--- src/rtl/core/qds_pkg.sv ---
package qds_pkg;

   // Default values of the top-level parameters.
   localparam int PERIOD_WIDTH_DEFAULT  = 32;
   localparam int CAPTURE_WIDTH_DEFAULT = 16;

   // Stream and register port widths.
   localparam int REQ_DATA_W  = 24;
   localparam int REQ_USER_W  = 1;
   localparam int RSP_DATA_W  = 104;
   localparam int CSR_INDEX_W = 2;
   localparam int CSR_DATA_W  = 24;

   // Field widths.
   localparam int CAP_FIELD_W   = 16;
   localparam int TICK_W        = 32;
   localparam int ERR_W         = 8;
   localparam int PER_W         = 32;
   localparam int PER_MAG_W     = 31;
   localparam int OUT16_W       = 16;
   localparam int NUMERATOR_W   = 24;
   localparam int UM_W          = 12;
   localparam int PRODUCT_W     = TICK_W + UM_W;

   // Register indexes of the configuration port.
   localparam logic [CSR_INDEX_W-1:0] CSR_DIRECTION_INVERT     = 2'd0;
   localparam logic [CSR_INDEX_W-1:0] CSR_SPEED_NUMERATOR      = 2'd1;
   localparam logic [CSR_INDEX_W-1:0] CSR_MICROMETERS_PER_TICK = 2'd2;

   // Register reset values.
   localparam logic [NUMERATOR_W-1:0] NUMERATOR_RESET = 24'd424779;
   localparam logic [UM_W-1:0]        UM_RESET        = 12'd425;

   // Saturation limits.
   localparam logic [ERR_W-1:0]     ERROR_MAX  = 8'd255;
   localparam logic [PER_MAG_W-1:0] PERIOD_MAX = 31'h7FFF_FFFF;
   localparam logic [OUT16_W-1:0]   POS_MAX    = 16'h7FFF;
   localparam logic [OUT16_W-1:0]   NEG_MIN    = 16'h8000;

   // Distance divider: micrometers to millimeters.
   localparam int DIST_DIV_W = 10;
   localparam logic [DIST_DIV_W-1:0] DIST_DIVISOR = 10'd1000;
   // Products at or above this magnitude give a quotient of 32768 or more, beyond the signed 16-bit range.
   localparam logic [PRODUCT_W-1:0] DIST_SAT_LIMIT = 44'd32768000;

   // Both divider lanes take this many dividend bits, one per cycle.
   localparam int DIV_STEPS = 25;

   // Quadrature step decoded from the previous and present phase pair.
   typedef enum logic [1:0] {
      STEP_INVALID,
      STEP_UP,
      STEP_DOWN
   } step_type;

   // Transition table indexed by {previous A, previous B, A, B}.
   function automatic step_type step_lookup(input logic [3:0] idx);
      step_type s;
      unique case (idx) inside
         4'd2, 4'd4, 4'd11, 4'd13: s = STEP_UP;
         4'd1, 4'd7, 4'd8, 4'd14:  s = STEP_DOWN;
         default:                  s = STEP_INVALID;
      endcase
      return s;
   endfunction

endpackage

--- src/rtl/core/qds_serdiv.sv ---
// Restoring divider that retires one quotient bit per cycle.
module qds_serdiv #(
   parameter int NUM_W = 25,
   parameter int DEN_W = 31
) (
   input  logic             clock,
   input  logic             reset,
   input  logic             start,
   input  logic [NUM_W-1:0] numerator,
   input  logic [DEN_W-1:0] denominator,
   output logic             done,
   output logic [NUM_W-1:0] quotient
);

   localparam int CNT_W = $clog2(NUM_W + 1);

   logic [NUM_W-1:0] num_ff, num_in;
   logic [DEN_W-1:0] den_ff;
   logic [DEN_W-1:0] rem_ff, rem_in;
   logic [NUM_W-1:0] quo_ff, quo_in;
   logic [CNT_W-1:0] count_ff;
   logic             busy_ff;
   logic             done_ff;
   logic [DEN_W:0]   trial;
   logic             fits;

   // One step: bring down the next dividend bit and try to subtract.
   always_comb begin
      trial  = {rem_ff, num_ff[NUM_W-1]};
      fits   = (trial >= {1'b0, den_ff});
      rem_in = fits ? DEN_W'(trial - {1'b0, den_ff}) : trial[DEN_W-1:0];
      num_in = {num_ff[NUM_W-2:0], 1'b0};
      quo_in = {quo_ff[NUM_W-2:0], fits};
   end

   // Step counter and completion pulse.
   always_ff @(posedge clock) begin
      if (reset) begin
         busy_ff  <= 1'b0;
         done_ff  <= 1'b0;
         count_ff <= '0;
      end else begin
         done_ff <= 1'b0;
         if (start) begin
            busy_ff  <= 1'b1;
            count_ff <= CNT_W'(NUM_W);
         end else if (busy_ff) begin
            count_ff <= count_ff - 1'b1;
            if (count_ff == CNT_W'(1)) begin
               busy_ff <= 1'b0;
               done_ff <= 1'b1;
            end
         end
      end
   end

   // Shift registers of the dividend, remainder and quotient.
   always_ff @(posedge clock) begin
      if (start) begin
         num_ff <= numerator;
         den_ff <= denominator;
         rem_ff <= '0;
         quo_ff <= '0;
      end else if (busy_ff) begin
         num_ff <= num_in;
         rem_ff <= rem_in;
         quo_ff <= quo_in;
      end
   end

   assign done     = done_ff;
   assign quotient = quo_ff;

endmodule

--- src/rtl/core/quadrature_decoder_speed.sv ---
// Quadrature decoder with edge-period speed and distance for one wheel. Each request
// beat is one timer event (or a clear of the tick and error counts) and yields exactly
// one response beat with the tick count, error count, signed period, speed and distance.
// Each item runs through these steps before the next request is accepted: update the
// decoder state, multiply ticks by micrometers per tick, launch the dividers, run the
// two bit-serial divider lanes (speed numerator over period and product over 1000, one
// quotient bit per cycle each), and hand the result to the response register once that
// register is free. A finished beat waits in that register while the next request is taken.
// Configuration is written through csr_we/csr_index/csr_wdata; the user must write it
// only while no item is in flight, since the block itself does not enforce this.
module quadrature_decoder_speed #(
   parameter int PERIOD_WIDTH  = qds_pkg::PERIOD_WIDTH_DEFAULT,
   parameter int CAPTURE_WIDTH = qds_pkg::CAPTURE_WIDTH_DEFAULT
) (
   input  logic                             clock,
   input  logic                             reset,
   input  logic                             req_tvalid,
   output logic                             req_tready,
   // overflow, capture_b, capture_a, capture_count[15:0], phase_a, phase_b, zero fill
   input  logic [qds_pkg::REQ_DATA_W-1:0]   req_tdata,
   // operation
   input  logic [qds_pkg::REQ_USER_W-1:0]   req_tuser,
   output logic                             rsp_tvalid,
   input  logic                             rsp_tready,
   // tick_count[31:0], error_count[7:0], signed_period[31:0], speed[15:0],
   // distance_mm[15:0]
   output logic [qds_pkg::RSP_DATA_W-1:0]   rsp_tdata,
   input  logic                             csr_we,
   input  logic [qds_pkg::CSR_INDEX_W-1:0]  csr_index,
   input  logic [qds_pkg::CSR_DATA_W-1:0]   csr_wdata
);

   import qds_pkg::*;

   localparam int CAP_USED = (CAPTURE_WIDTH < CAP_FIELD_W) ? CAPTURE_WIDTH : CAP_FIELD_W;
   localparam int EXT_W    = (PERIOD_WIDTH > PER_MAG_W) ? PERIOD_WIDTH : PER_MAG_W;

   typedef enum logic [2:0] {
      ST_IDLE,
      ST_MULT,
      ST_LAUNCH,
      ST_DIVIDE,
      ST_DELIVER
   } state_type;

   // Request fields.
   logic                   in_operation;
   logic                   in_overflow;
   logic                   in_capture_b;
   logic                   in_capture_a;
   logic [CAP_FIELD_W-1:0] in_capture_count;
   logic                   in_phase_a;
   logic                   in_phase_b;
   logic                   accept;

   // Configuration registers.
   logic                   invert_ff;
   logic [NUMERATOR_W-1:0] numerator_ff;
   logic [UM_W-1:0]        um_ff;

   // Decoder state.
   logic [1:0]              prev_phases_ff, prev_phases_in;
   logic                    first_ff, first_in;
   logic                    forward_ff, forward_in;
   logic [3:0]              flags_ff, flags_in;
   logic [PERIOD_WIDTH-1:0] acc_ff [4];
   logic [PERIOD_WIDTH-1:0] acc_in [4];
   logic [TICK_W-1:0]       tick_ff, tick_in;
   logic [ERR_W-1:0]        err_ff, err_in;
   logic [PER_W-1:0]        period_ff, period_in;

   // Arithmetic pipeline registers.
   logic [PRODUCT_W-1:0]    prod_mag_ff;
   logic                    dist_neg_ff;
   logic                    dist_sat_ff;
   logic [PER_MAG_W-1:0]    per_mag_ff;
   logic                    per_neg_ff;
   logic                    per_zero_ff;

   // Event decode temporaries.
   logic [3:0]              step_idx;
   step_type                step;
   logic [PERIOD_WIDTH-1:0] cval;
   logic [PERIOD_WIDTH-1:0] found;
   logic [EXT_W-1:0]        found_ext;
   logic [PER_MAG_W-1:0]    found_mag;
   logic [3:0]              flags_base;
   logic [1:0]              slot_b;
   logic [1:0]              slot_a;

   // Magnitudes for the multiply and divide.
   logic [TICK_W-1:0]       tick_mag;
   logic [PER_W-1:0]        period_abs;

   // Divider lanes and result shaping.
   logic                    div_start;
   logic                    spd_done;
   logic                    dst_done;
   logic [DIV_STEPS-1:0]    spd_quo;
   logic [DIV_STEPS-1:0]    dst_quo;
   logic [OUT16_W-1:0]      speed_val;
   logic [OUT16_W-1:0]      dist_val;

   state_type               state_ff;
   logic                    rsp_valid_ff;
   logic [RSP_DATA_W-1:0]   rsp_data_ff;
   logic                    rsp_free;

   assign in_operation     = req_tuser[0];
   assign in_overflow      = req_tdata[0];
   assign in_capture_b     = req_tdata[1];
   assign in_capture_a     = req_tdata[2];
   assign in_capture_count = req_tdata[18:3];
   assign in_phase_a       = req_tdata[19];
   assign in_phase_b       = req_tdata[20];

   assign req_tready = (state_ff == ST_IDLE);
   assign accept     = req_tvalid && req_tready;
   assign rsp_free   = !rsp_valid_ff || rsp_tready;

   // Configuration writes; indexes beyond the list are ignored.
   always_ff @(posedge clock) begin
      if (reset) begin
         invert_ff    <= 1'b0;
         numerator_ff <= NUMERATOR_RESET;
         um_ff        <= UM_RESET;
      end else if (csr_we) begin
         unique case (csr_index)
            CSR_DIRECTION_INVERT:     invert_ff    <= csr_wdata[0];
            CSR_SPEED_NUMERATOR:      numerator_ff <= csr_wdata[NUMERATOR_W-1:0];
            CSR_MICROMETERS_PER_TICK: um_ff        <= csr_wdata[UM_W-1:0];
            default: ;
         endcase
      end
   end

   // Next decoder state for one accepted event.
   always_comb begin
      prev_phases_in = prev_phases_ff;
      first_in       = first_ff;
      forward_in     = forward_ff;
      tick_in        = tick_ff;
      err_in         = err_ff;
      period_in      = period_ff;
      flags_in       = flags_ff;
      for (int i = 0; i < 4; i++) begin
         acc_in[i] = acc_ff[i];
      end

      step_idx   = {prev_phases_ff, in_phase_a, in_phase_b};
      step       = step_lookup(step_idx);
      cval       = (in_capture_a || in_capture_b) ?
                   PERIOD_WIDTH'(in_capture_count[CAP_USED-1:0]) : '0;
      slot_b     = in_phase_b ? 2'd0 : 2'd1;
      slot_a     = in_phase_a ? 2'd2 : 2'd3;
      flags_base = in_overflow ? 4'b0000 : flags_ff;
      found      = '0;
      found_ext  = '0;
      found_mag  = '0;

      if (in_operation) begin
         tick_in = '0;
         err_in  = '0;
      end else begin
         // Phase decode, skipped on overflow.
         if (!in_overflow) begin
            prev_phases_in = {in_phase_a, in_phase_b};
            if (first_ff) begin
               first_in = 1'b0;
            end else if (step == STEP_INVALID) begin
               if (err_ff != ERROR_MAX) begin
                  err_in = err_ff + 1'b1;
               end
            end else begin
               forward_in = (step == STEP_UP);
               if (forward_in != invert_ff) begin
                  tick_in = tick_ff + 1'b1;
               end else begin
                  tick_in = tick_ff - 1'b1;
               end
            end
         end

         // All edge accumulators gain the capture value.
         for (int i = 0; i < 4; i++) begin
            acc_in[i] = acc_ff[i] + cval;
         end
         flags_in = flags_base;

         // Capture on B first, then on A, so the A period wins.
         if (in_capture_b) begin
            if (flags_base[slot_b]) begin
               found = acc_in[slot_b];
            end
            acc_in[slot_b]   = '0;
            flags_in[slot_b] = 1'b1;
         end
         if (in_capture_a) begin
            if (flags_base[slot_a]) begin
               found = acc_in[slot_a];
            end
            acc_in[slot_a]   = '0;
            flags_in[slot_a] = 1'b1;
         end

         // Saturate the period magnitude and sign it by direction.
         found_ext = EXT_W'(found);
         if (found_ext > EXT_W'(PERIOD_MAX)) begin
            found_mag = PERIOD_MAX;
         end else begin
            found_mag = found_ext[PER_MAG_W-1:0];
         end
         if (forward_in != invert_ff) begin
            period_in = {1'b0, found_mag};
         end else begin
            period_in = PER_W'(-{1'b0, found_mag});
         end
      end
   end

   // Decoder state registers.
   always_ff @(posedge clock) begin
      if (reset) begin
         prev_phases_ff <= 2'b00;
         first_ff       <= 1'b1;
         forward_ff     <= 1'b0;
         flags_ff       <= 4'b0000;
         tick_ff        <= '0;
         err_ff         <= '0;
         period_ff      <= '0;
         for (int i = 0; i < 4; i++) begin
            acc_ff[i] <= '0;
         end
      end else if (accept) begin
         prev_phases_ff <= prev_phases_in;
         first_ff       <= first_in;
         forward_ff     <= forward_in;
         flags_ff       <= flags_in;
         tick_ff        <= tick_in;
         err_ff         <= err_in;
         period_ff      <= period_in;
         for (int i = 0; i < 4; i++) begin
            acc_ff[i] <= acc_in[i];
         end
      end
   end

   // Magnitudes of the tick count and the period.
   assign tick_mag   = tick_ff[TICK_W-1] ? TICK_W'(-tick_ff) : tick_ff;
   assign period_abs = period_ff[PER_W-1] ? PER_W'(-period_ff) : period_ff;

   // Multiply stage and divider operands.
   always_ff @(posedge clock) begin
      if (state_ff == ST_MULT) begin
         prod_mag_ff <= PRODUCT_W'(tick_mag) * PRODUCT_W'(um_ff);
         dist_neg_ff <= tick_ff[TICK_W-1];
         per_mag_ff  <= period_abs[PER_MAG_W-1:0];
         per_neg_ff  <= period_ff[PER_W-1];
         per_zero_ff <= (period_ff == '0);
      end
      if (state_ff == ST_LAUNCH) begin
         dist_sat_ff <= (prod_mag_ff >= DIST_SAT_LIMIT);
      end
   end

   assign div_start = (state_ff == ST_LAUNCH);

   // Speed lane: numerator over the period magnitude.
   qds_serdiv #(
      .NUM_W (DIV_STEPS),
      .DEN_W (PER_MAG_W)
   ) u_speed_div (
      .clock       (clock),
      .reset       (reset),
      .start       (div_start),
      .numerator   (DIV_STEPS'(numerator_ff)),
      .denominator (per_mag_ff),
      .done        (spd_done),
      .quotient    (spd_quo)
   );

   // Distance lane: product magnitude over 1000.
   qds_serdiv #(
      .NUM_W (DIV_STEPS),
      .DEN_W (DIST_DIV_W)
   ) u_dist_div (
      .clock       (clock),
      .reset       (reset),
      .start       (div_start),
      .numerator   (prod_mag_ff[DIV_STEPS-1:0]),
      .denominator (DIST_DIVISOR),
      .done        (dst_done),
      .quotient    (dst_quo)
   );

   // Apply signs and 16-bit saturation to the quotients.
   always_comb begin
      if (per_zero_ff) begin
         speed_val = '0;
      end else if (!per_neg_ff) begin
         speed_val = (spd_quo > DIV_STEPS'(POS_MAX)) ? POS_MAX : spd_quo[OUT16_W-1:0];
      end else if (spd_quo > DIV_STEPS'(NEG_MIN)) begin
         speed_val = NEG_MIN;
      end else begin
         speed_val = OUT16_W'(-spd_quo[OUT16_W-1:0]);
      end

      if (dist_sat_ff) begin
         dist_val = dist_neg_ff ? NEG_MIN : POS_MAX;
      end else if (dist_neg_ff) begin
         dist_val = OUT16_W'(-dst_quo[OUT16_W-1:0]);
      end else begin
         dist_val = dst_quo[OUT16_W-1:0];
      end
   end

   // Sequencer and response register.
   always_ff @(posedge clock) begin
      if (reset) begin
         state_ff     <= ST_IDLE;
         rsp_valid_ff <= 1'b0;
      end else begin
         // A taken beat empties the register unless a new one lands in it.
         if (rsp_valid_ff && rsp_tready && (state_ff != ST_DELIVER)) begin
            rsp_valid_ff <= 1'b0;
         end
         unique case (state_ff)
            ST_IDLE: begin
               if (accept) begin
                  state_ff <= ST_MULT;
               end
            end
            ST_MULT: begin
               state_ff <= ST_LAUNCH;
            end
            ST_LAUNCH: begin
               state_ff <= ST_DIVIDE;
            end
            ST_DIVIDE: begin
               if (spd_done && dst_done) begin
                  state_ff <= ST_DELIVER;
               end
            end
            ST_DELIVER: begin
               if (rsp_free) begin
                  rsp_valid_ff <= 1'b1;
                  rsp_data_ff  <= {dist_val, speed_val, period_ff, err_ff, tick_ff};
                  state_ff     <= ST_IDLE;
               end
            end
            default: begin
               state_ff <= ST_IDLE;
            end
         endcase
      end
   end

   assign rsp_tvalid = rsp_valid_ff;
   assign rsp_tdata  = rsp_data_ff;

endmodule
--- config.mk ---
export PLATFORM = sky130hd
export DESIGN_NAME = quadrature_decoder_speed
export DESIGN_NICKNAME = d
export VERILOG_FILES = /design/src/rtl/core/qds_pkg.sv /design/src/rtl/core/qds_serdiv.sv /design/src/rtl/core/quadrature_decoder_speed.sv
export SDC_FILE = /design/constraint.sdc
export NUM_CORES = 2
export LEC_CHECK = 0
export BUFFER_PORTS_ARGS = -buffer_cell sky130_fd_sc_hd__buf_2
export CORE_MARGIN = 2
export CORE_UTILIZATION = 55
export DETAILED_ROUTE_END_ITERATION = 8
export PLACE_DENSITY = 0.81
export SLEW_MARGIN = 0
export SYNTH_ARGS = -nofsm -noshare
export SYNTH_HDL_FRONTEND = slang
export SYNTH_SLANG_ARGS = --single-unit
--- constraint.sdc ---
create_clock -name clock -period 19 [get_ports clock]
set_input_delay 2.85 -clock clock [delete_from_list [all_inputs] [get_ports clock]]
set_output_delay 2.85 -clock clock [all_outputs]
set_load 0.01 [all_outputs]
After elaboration in Yosys (flattened, before gate mapping) --
Memory sizes are Yosys's and may differ from the RTL's. Cells that the tools add are included.
Operators by class: add/subtract/negate cells 16, multipliers 1, magnitude comparators 14, eq/ne operators 27, mux-type cells 94, bitwise operators 17, reductions and logical operators 33
Operators by type and width (count):
- $mux 32 | 22
- $mux 128 | 4
- $and 128x128->128 | 2
- $not 128->128 | 2
- $add 32x16->32 | 4
- $bmux 32 s2 | 2
- $demux 32 s2 | 2
- $mux 31 | 4
- $mux 16 | 7
- $mux 25 | 2
- $mux 24 | 2
- $ge 44x25->1 const B | 1
- $mul 32x12->44 | 1
- $mux 8 | 5
- $add 32x1->32 const B | 1
- $ge 32x31->1 | 1
- $gt 32x31->1 const B | 1
- $logic_not 32->1 | 1
- $neg 16->16 | 2
- $neg 31->32 | 1
- $neg 32->32 | 1
- $sub 32x1->32 const B | 1
- $neg 31->31 | 1
- $sub 31x31->31 | 1
- other kinds (54) | 131
Word-level totals: flip-flop bits (word level) 481, bits in writable memories 128, input port bits 56, output and inout bits 106, logic and storage cells 239, memories 1
Memory list:
- acc_ff | words 4, bits a word 32, read ports 4, clocked after memory_dff 0, write ports 4, line quadrature_decoder_speed.sv:66 | logic [PERIOD_WIDTH-1:0] acc_ff [4];

Longest topological paths before layout --
depth after elaboration 21, gate-level depth with buffers 33

Modules after synthesis --
From an unflattened synthesis, not the netlist that was laid out.
Second synthesis, totals: cells, all modules 4882, area, all modules 46587.2 sq um
Modules (own cells, without submodules):
- quadrature_decoder_speed | instances 1, cells an instance 3943, area each 36677.7 sq um, sequential area each 11761.3 sq um
- qds_serdiv (u_speed_div) | instances 1, cells an instance 645, area each 6426.2 sq um, sequential area each 2942.8 sq um
- qds_serdiv (u_dist_div) | instances 1, cells an instance 294, area each 3483.3 sq um, sequential area each 1891.8 sq um

Least setup slack after synthesis --
OpenSTA, ideal clock, no wires.
path kind input port to flip-flop, start point input reset, end point register rsp_data_ff[0], in the netlist rsp_tdata[0], enable pin, arrival time 10842 ps, required time 18284 ps, setup slack 7442 ps, stages 3, buffers on the path 2, cell sequence clkbuf_1 > clkbuf_1 > nor3b_1
Between the ends: word-level cells in the longest chain between the ends 2
RTL lines:
- from (decl) | line quadrature_decoder_speed.sv:16 | input logic reset,
- $not 1->1 (no line)
- $reduce_and 3->1 (no line)
- to (signal assigned) | line quadrature_decoder_speed.sv:347 | rsp_data_ff <= {dist_val, speed_val, period_ff, err_ff, tick_ff};
- to (decl) | line quadrature_decoder_speed.sv:106 | logic [RSP_DATA_W-1:0] rsp_data_ff;
Every way passes these cells. A chain may end at the register's enable or synchronous reset.

Worst setup path after layout --
start point register tick_ff[1], end point register prod_mag_ff[41], data pin
Between the ends: word-level cells in the longest chain between the ends 3
RTL lines:
- from (decl) | line quadrature_decoder_speed.sv:68 | logic [TICK_W-1:0] tick_ff, tick_in;
- from (signal assigned) | line quadrature_decoder_speed.sv:239 | tick_ff <= tick_in;
- $neg 32->32 | line quadrature_decoder_speed.sv:249 | assign tick_mag = tick_ff[TICK_W-1] ? TICK_W'(-tick_ff) : tick_ff;
- $mux 32 (*) | line quadrature_decoder_speed.sv:249
- $mul 32x12->44 (*) | line quadrature_decoder_speed.sv:255 | prod_mag_ff <= PRODUCT_W'(tick_mag) * PRODUCT_W'(um_ff);
- to (signal assigned) | line quadrature_decoder_speed.sv:255
- to (decl) | line quadrature_decoder_speed.sv:73 | logic [PRODUCT_W-1:0] prod_mag_ff;
Every way passes the cells marked *; elsewhere a longest branch is shown, timed or not.

==> metrics.md <==
| Metric | Value |
|---|---|
| Antenna Nets Post-Route | `0` |
| Total track usage | `26.2%` |
| Boundary Pins | `162` |
| R2r setup slk | `10.31 ns` |
| Fin Setup TNS | `0 ns` |
| Pwr per Cell Area | `79.0 mW/mm2` |
| Synth warnings | `0` |
| Most instantiated cells after synthesis | `724 x nand2_1, 442 x inv_1, 391 x edfxtp_1` |
| Proportion of layout cells with a drive suffix above 1 | `7.67%` |
| H-tree Lvls | `3` |
| DRC viols | `0` |
| Initial DRC count | `2808` |
| PortBufs | `158` |
| Share of the synthesized area in the top cell type | `26.2%` |
| Startpoint type of the worst setup path | `flip-flop` |
| RSZ-0062 raised after global routing | `false` |
| # rows | `104` |
| Syn Area/Cell | `9.37 um2` |
| Gate Count Post-Synth | `4784` |
| Placed inst area | `0.0466 mm2` |
| Register bit count reported by yosys | `609` |
| Data arrival, critical path | `9.02 ns` |
| Post-route cell area | `0.0489 mm2` |
| Die Ht | `289 um` |
| Final Hold Fails | `0` |
| CP Max Fanout | `12` |
| Root buffer cell | `clkbuf_16` |
| Worst vdd ir | `0.0741 mV` |
| Hold Crit Start | `per_mag_ff[4]` |
| Clk Latency, worst-skew pair | `0.62 ns` |
| Buffer count from post-CTS setup fixing | `0` |
| Critical Path Sink | `prod_mag_ff[41]` |
| TritonCTS buffer count | `71` |
| Die area | `0.0838 mm2` |
| Die X | `289 um` |
| Crit share post-route | `45.7%` |
| Worst r2r dst | `prod_mag_ff[41]` |
| DR vias | `35300` |
| CTS tree | `done` |
| Post-synth net total | `5365` |
| Routed len/inst | `18.3 um` |
| EDFF count, synth | `391` |
| Vias in the first global route | `34600` |
| Synth cell types | `98` |
| Leak | `21.2 nW` |
| Maxcap violations | `0` |
| Critical Path Most Common Cell | `fa_1` |
| Seq/Total Area, Yosys | `35.9%` |
| Final Max Slew Viols | `0` |
| Tightest Pin Transition | `1.39 ns` |
| Hold-fix buffers, CTS | `0` |
| Launching point of the worst reg2reg path | `tick_ff[1]` |
| Clock buffer depth | `3` |
| Outcome | `finished clean` |
| Required @ worst endpoint | `19.34 ns` |
| Most used DFF post-synth | `edfxtp_1` |
| Final WL | `109000 um` |
| Clock-pin slew on the worst setup and hold paths | `0.06 ns` |
| FFs w/ async S/R, synth | `0%` |
| Core area | `0.0805 mm2` |
| Setup violators final | `0` |
| Final clock skew | `0.0268 ns` |
| Critical path launch point | `tick_ff[1]` |
| Slowest stage cell, crit path | `fa_1` |
| Total power | `3.86 mW` |
| Routed vias/inst | `5.91` |
| Nets@finish | `5439` |
| CTS resizes | `0` |
| Remaining Overflow, GRT | `0` |
| Clock sink count | `609` |
| RD Place Congestion | `0.965` |
| Fmax | `115 MHz` |
| Number of antenna violations at the first check in global routing | `5` |
| M1 WL | `45100 um` |
| First drt pass iteration count | `6` |
| Setup crit end kind | `flip-flop` |
| Met2 Wirelength | `50400 um` |
| Fill count | `6485` |
| Worst Hold Class | `flip-flop to flip-flop` |
| Setup CP Type | `flip-flop to flip-flop` |
| Detail Placement HPWL | `78400 um` |
| PnR worst setup slack | `10.31 ns` |
| Slowest stage delay, CP | `0.55 ns` |
| First-pass GRT wire length | `177000 um` |
| Met3 wire len | `9450 um` |
| Synth area leaders | `edfxtp_1 26%, fa_1 14%, dfxtp_1 9.7%` |
| Dominant cell type by area after synthesis | `edfxtp_1` |
| Rel. slew slack | `6.71%` |
| R2R depth | `28` |
| Place WS | `10.05 ns` |
| Largest net degree at the start of global routing | `93` |
| Max Used Layer | `met5` |
| Post-Synthesis Cell Area | `0.0448 mm2` |
| Area delta synth->final | `9.02%` |
| Most frequent cell after synthesis | `nand2_1` |
| Crit path time final | `8.69 ns` |
| Effective utilization at floorplan | `55.7%` |
[state kept, by name, summed over array words and instances, names as in the netlist, 2 cells and up]
register,count
state_ff,3
u_dist_div.rem_ff,10
u_speed_div.rem_ff,31
per_mag_ff,31
acc_ff,128
rsp_tdata,104
tick_ff,32
u_dist_div.quotient,16
u_speed_div.num_ff,25
um_ff,12
u_dist_div.count_ff,5
u_speed_div.count_ff,5
u_dist_div.num_ff,25
u_speed_div.quotient,25
prod_mag_ff,44
err_ff,8
numerator_ff,24
flags_ff,4
period_ff,32
prev_phases_ff,2
u_speed_div.den_ff,31
[power breakdown]
part | leakage (nW) | switching, mW | internal [mW]
registers | 5.62 | 0.0850 | 1.53
clock network | 1.10 | 0.561 | 0.788
logic | 14.5 | 0.543 | 0.352
total | 21.2 | 1.19 | 2.67
[layer usage]
metal  GRT usage [%]  vias up
met5               0        -
met4            10.3        6
met3            4.73      270
met2            42.6     1374
met1            34.9    17100
li1                -    16600
[worst min path at each step]
| stage | end | slack, ns | depth (start not counted) |
|---|---|---|---|
| 6_report | u_speed_div.den_ff[4] | 0.41 | 0 |
| 5_1_grt | u_speed_div.den_ff[4] | 0.42 | 0 |
| 4_1_cts | u_speed_div.den_ff[4] | 0.41 | 0 |
| 3_5_place_dp | u_speed_div.den_ff[0] | 0.40 | 0 |
| 3_3_place_gp | u_speed_div.den_ff[13] | 0.40 | 0 |
| 2_1_floorplan | u_speed_div.den_ff[0] | 0.40 | 0 |
[cell families (layout without fill, tap and decap cells)]
group | after synthesis | count (layout) | share of synthesized area (%)
muxes | 75 | 75 | 1.68
xor gates and xnor gates | 291 | 291 | 5.69
buffers and inverters | 657 | 788 | 5.59
and+or+nand+nor | 1726 | 1726 | 18.1
DFF | 609 | 609 | 35.9
adders and majority gates | 525 | 525 | 19.8
AOI/OAI and AO/OA | 901 | 901 | 13.2
other | 0 | 1 | 0
[per-stage QoR]
| stage | cells | util [%] | hold WS, ns |
|---|---|---|---|
| after floorplan | 4784 | - | 0.400 |
| after global placement | 5845 | 57.9 | 0.400 |
| final | 5976 | 60.7 | 0.406 |
| after global routing | 5976 | 60.7 | 0.416 |
| after detailed placement | 5845 | 57.9 | 0.405 |
| after CTS | 5975 | 60.7 | 0.409 |
[placed cells by master (no fill, tap or decap), types with 25 or more instances in the layout]
cell       netlist  final
nor2_1         356    355
nand2b_1        49     49
o211ai_1        25     25
o31ai_1         35     35
nor3_1          72     72
ha_1           219    219
a21o_1          81     81
xnor2_1        205    203
xor2_1          86     86
a21oi_1        236    236
o21ai_0        180    178
or3_1           41     41
nand4_1         33     33
dfxtp_1        218    217
a211oi_1        49     49
fa_1           306    306
buf_4            2     57
nand2_1        724    724
edfxtp_1       391    391
nor2b_1         55     55
o21a_1          28     28
nand3_1         75     75
a31oi_1         38     37
inv_1          442    441
clkbuf_16        0     75
and2_1         141    141
buf_2           10    157
mux2i_1         73     73
a22oi_1         28     28
and3_1          38     38
[cell type report]
class	instances	area, um2	area share, %
inverters	444	1670	3.42
clock buffers	98	1970	4.04
well taps	1060	1330	2.71
repair buffers	214	1210	2.48
multi-input cells	3518	26300	53.8
clock inverters	32	302	0.617
flip-flops and latches	609	16100	33.0
diodes	1	2.50	0.00512
[critical path: cells and delay by family (launching register included)]
kind | cells | cell delay [ns]
XOR/XNOR | 2 | 0.67
buffers and inverters | 4 | 0.27
AO/OA/AOI/OAI | 10 | 2.45
adder cells (fa/ha/maj) | 6 | 2.96
flip-flops | 1 | 0.36
AND/OR/NAND/NOR | 6 | 1.69
Power figures use the tool's default switching activity.
